[config.mk]
export PLATFORM = sky130hd
export DESIGN_NAME = qlm_ctrl
export DESIGN_NICKNAME = d
export VERILOG_FILES = /design/src/qlm_pkg.sv /design/src/qlm_ctrl.sv
export SDC_FILE = /design/constraint.sdc
export NUM_CORES = 1
export LEC_CHECK = 0
export BUFFER_PORTS_ARGS = -buffer_cell sky130_fd_sc_hd__clkbuf_2
export CORE_MARGIN = 3
export CORE_UTILIZATION = 35
export CTS_BUF_LIST = sky130_fd_sc_hd__clkbuf_4 sky130_fd_sc_hd__clkbuf_8 sky130_fd_sc_hd__clkbuf_16
export DETAILED_ROUTE_END_ITERATION = 12
export SLEW_MARGIN = 15
export SYNTH_ARGS = -nofsm -noshare
export SYNTH_HDL_FRONTEND = slang
export SYNTH_SLANG_ARGS = --single-unit
[constraint.sdc]
create_clock -name clk -period 2.8 [get_ports clk]
set_input_delay 0.14 -clock clk [delete_from_list [all_inputs] [get_ports clk]]
set_output_delay 0.14 -clock clk [all_outputs]
set_load 0.01 [all_outputs]
[src/qlm_pkg.sv]
package qlm_pkg;

  localparam int ACT_W     = 2;
  localparam int TS_W      = 32;
  localparam int BYTES_W   = 32;
  localparam int QD_W      = 16;
  localparam int CNT_W     = 32;
  localparam int SUM_W     = 64;
  localparam int TRK_W     = 9;
  localparam int DIV_STEPS = 64;
  localparam int STEP_W    = $clog2(DIV_STEPS);

  typedef enum logic [ACT_W-1:0] {
    ACT_ENQ    = 2'd0,
    ACT_DEQ    = 2'd1,
    ACT_DETACH = 2'd2,
    ACT_REPORT = 2'd3
  } action_t;

  // commands from controller to datapath
  typedef struct packed {
    logic do_enq;
    logic do_deq;
    logic do_detach;
    logic do_report;
    logic div_step;
  } dp_cmd_t;

  // status from datapath to controller
  typedef struct packed {
    logic age_busy;
  } dp_status_t;

endpackage

[src/qlm_ctrl.sv]
module qlm_ctrl (
  input  logic                      clk,
  input  logic                      rst_n,
  input  logic                      in_valid,
  output logic                      in_stall,
  input  logic [qlm_pkg::ACT_W-1:0] in_action,
  output logic                      out_valid,
  input  logic                      out_stall,
  input  qlm_pkg::dp_status_t       status,
  output qlm_pkg::dp_cmd_t          cmd
);
  import qlm_pkg::*;

  typedef enum logic [2:0] {
    S_IDLE = 3'b001,
    S_DIV  = 3'b010,
    S_FULL = 3'b100
  } ctrl_state_t;

  localparam logic [STEP_W-1:0] LAST_STEP = STEP_W'(DIV_STEPS - 1);

  ctrl_state_t       state_r, state_nxt;
  logic [STEP_W-1:0] step_r, step_nxt;
  action_t           act;
  logic              accept;

  assign act = action_t'(in_action);

  // a report waits for the divider, the output slot and the age pipeline
  assign in_stall  = (act == ACT_REPORT) && ((state_r != S_IDLE) || status.age_busy);
  assign accept    = in_valid && !in_stall;
  assign out_valid = (state_r == S_FULL);

  always_comb begin
    cmd = '0;
    cmd.div_step = (state_r == S_DIV);
    if (accept) begin
      case (act)
        ACT_ENQ:    cmd.do_enq    = 1'b1;
        ACT_DEQ:    cmd.do_deq    = 1'b1;
        ACT_DETACH: cmd.do_detach = 1'b1;
        ACT_REPORT: cmd.do_report = 1'b1;
        default:    cmd.do_enq    = 1'b0;
      endcase
    end
  end

  always_comb begin
    state_nxt = state_r;
    step_nxt  = step_r;
    case (state_r)
      S_IDLE: begin
        if (cmd.do_report) begin
          state_nxt = S_DIV;
          step_nxt  = '0;
        end
      end
      S_DIV: begin
        step_nxt = step_r + 1'b1;
        if (step_r == LAST_STEP) begin
          state_nxt = S_FULL;
        end
      end
      S_FULL: begin
        if (!out_stall) begin
          state_nxt = S_IDLE;
        end
      end
      default: state_nxt = S_IDLE;
    endcase
  end

  always_ff @(posedge clk) begin
    if (!rst_n) begin
      state_r <= S_IDLE;
      step_r  <= '0;
    end else begin
      state_r <= state_nxt;
      step_r  <= step_nxt;
    end
  end

`ifndef SYNTH
  a_div_ends: assert property (@(posedge clk) disable iff (!rst_n)
    (state_r == S_DIV && step_r == LAST_STEP) |=> (state_r == S_FULL))
    else $error("divider did not finish into the output slot");

  a_report_after_ages: assert property (@(posedge clk) disable iff (!rst_n)
    cmd.do_report |-> !status.age_busy)
    else $error("report taken with an age still in flight");

  a_out_drop: assert property (@(posedge clk) disable iff (!rst_n)
    $fell(out_valid) |-> $past(!out_stall))
    else $error("result dropped without a handshake");
`endif

endmodule

==> flow_summary.ini <==
[synth]
synth_seq_cells = 9
yosys.area.top_type = dfxtp_1
syn_nets = 62
postSynthAreaPerCell_sq_um = 8.76
synth-main-ff-cell = dfxtp_1
synthCells = 54
synth_edf_count = 0
synth-adder-area-share = 0.0265
synthMuxAreaShare = 0
synth_cell_types = 30
synth-compound-area-share = 0.291
yosysTopAreaCellShare = 0.381
synthMostInstantiatedCell = dfxtp_1
ys_top_cells_by_count = dfxtp_1, nand2_1
synth-simple-area-share = 0.259
mappedNetlistArea_sq_um = 473
synthXorXnorAreaFrac = 0
ys_warn_count = 0
synth_area_leaders = dfxtp_1, a211oi_1, nand2_1
async_flop_share = 0
synth_top_family_by_area = compound AO/OA/AOI/OAI gates
ys_seq_area_frac = 0.381

[cts]
cts_buffer_depth = 2
ctsHtreeMaxLevel = 1
postCtsHoldBufs = 0
clk_latency_ns = 0.26
post_cts_buffers = 0
clkSlewWorstSetupHoldPaths_ns = 0.06
cts_buffers = 3
cts_resized = 0
cts.sinks = 9
root_buffer = clkbuf_4
cts_tree = built

[sta]
rsz0062_at_grt = false
hold_violations = 0
fin_worst_skew_ns = 0.00190
setup_viol = 0
max_slew_margin = 0.660
max_freq_mhz = 577
slew_violations = 0
min_period_ns = 1.73
fin_tns_setup_ns = 0
period_share = 0.619
worst_pin_slew_ns = 0.505

[drt]
vias = 468
wl_um = 1070
dr.pass1.iters = 4
wl_per_cell_um = 12.9
drt_iter0_drc = 4
via_per_inst = 5.64
drcViolationCount = 0
antenna_left = 0

[run_status]
status = finished clean

[critical_path]
start_kind = flop
critPathCapture = step_r[5]
ff2ff_path_depth = 3
worstSetupStartpoint = state_r[1]
critPathRequiredTime_ns = 2.97
rr_startpoint = state_r[1]
max_stage_delay_ns = 0.54
reg2reg_to = step_r[5]
r2r_slack_ns = 1.07
crit_chain = or3b_1 > or4_1 > a211oi_1
crit_arrival_ns = 1.91
worst_path_max_delay_cell = or4_1
cp_max_fo = 9
worstSetupPathType = flop to flop
end_kind = flop

[floorplanning]
coreArea_sq_um = 1190
dieWidth_um = 42.8
row_count = 12
dieHeight_um = 42.8
die-area_sq_um = 1830
io_pins = 14
initial_core_util = 0.399

[final_layout]
drive_gt1_frac = 0.261
n_antenna_cell = 0
nFillCells = 109
fin_nets = 78
multiInputGateArea_sq_um = 273
seq_area_sq_um = 180
instances_no_fill = 83
area_growth_pct = 21.2

[placed_design]
placed_cells = 79
hpwlAfterDp_um = 808
gp_congestion = 0.770
io_buffers = 13

[grt]
antenna_found_initial = 0
grtUsageMet1 = 0.148
track_usage = 0.127
grt_max_degree = 10
grt_use_met2 = 0.201
first_global_vias = 421
top_usage_layer = met2
met3_usage = 0.0636
overflow = 0
grt_pass1_wl_um = 1770

[power]
p_leak_nw = 0.240
peakVddDrop_v = 0.000250
power.density_nw_per_um2 = 456
p_total_mw = 0.261

[worst_hold_path]
min_path_type = input pin to flop

[flow_run]
drv_cap = 0
## metal layers
metal / up-vias / share of wire
li1: 240 / -
met1: 218 / 0.48
met2: 8 / 0.45
met3: 2 / 0.055
met4: 0 / 0.010
met5: - / 0
## sequential cells by signal, indices dropped and copies added, names as in the netlist
register and count:
step_r 6, state_r 3
## per-stage QoR
step	area [sq um]	utilization	hold WS [ns]	setup WS [ns]
finish	573	0.483	0.120	1.07
CTS	573	0.483	0.121	1.08
detailed placement	543	0.458	0.389	1.12
global route	573	0.483	0.129	0.970
global placement	543	0.458	0.392	1.17
floorplan	473	-	0.258	1.20
## cell families (layout without fill, tap and decap cells)
| logic type | Yosys count | in the layout |
|---|---|---|
| compound gates | 19 | 19 |
| buf+inv | 4 | 19 |
| simple gates | 21 | 21 |
| flops | 9 | 9 |
| fa+ha+maj | 1 | 1 |
## worst min-delay path by stage
stage / start / depth (start not counted) / endpoint
after floorplan: rst_n / 1 / state_r[1]
after global placement: rst_n / 2 / state_r[1]
after detailed placement: rst_n / 2 / state_r[1]
after CTS: rst_n / 2 / state_r[1]
after global routing: rst_n / 2 / state_r[1]
final: rst_n / 2 / state_r[1]
## critical path: cells and delay by family (launching register included)
kind / cells / cell delay, ns
and+or+nand+nor: 2 / 1.04
AOI/OAI and AO/OA: 1 / 0.25
DFF: 1 / 0.36
## final cells by class
type                            count  share of cell area
Clock buffer                        4              0.0524
Inverter                            2              0.0131
Multi-Input combinational cell     41               0.476
Sequential cell                     9               0.314
Tap cell                           14              0.0306
Timing Repair Buffer               13               0.114
## placed cells by master, fill, tap and decap left out
cell / n
nand2_1: 6
and3_1: 1
or3_1: 1
a311oi_1: 1
o21ai_0: 2
or4_1: 1
clkbuf_2: 13
a211oi_1: 3
o211a_1: 1
a21oi_1: 3
o21a_1: 3
a221o_1: 1
clkinv_1: 1
a221oi_1: 1
dfxtp_1: 9
or3b_1: 1
ha_1: 1
inv_1: 1
a41oi_1: 1
nand4_1: 1
nor2_1: 3
clkbuf_4: 4
or3b_2: 1
nand4b_1: 1
nand3_1: 1
and3b_1: 1
nor3b_1: 3
o211ai_1: 1
o31ai_1: 1
a31oi_1: 1
## power by group
| part | total [mW] | switching, mW | internal [mW] |
|---|---|---|---|
| sequential | 0.130 | 0.000816 | 0.129 |
| combinational | 0.0219 | 0.0125 | 0.00945 |
| clock | 0.109 | 0.0448 | 0.0646 |
(Power assumes the default switching activity.)
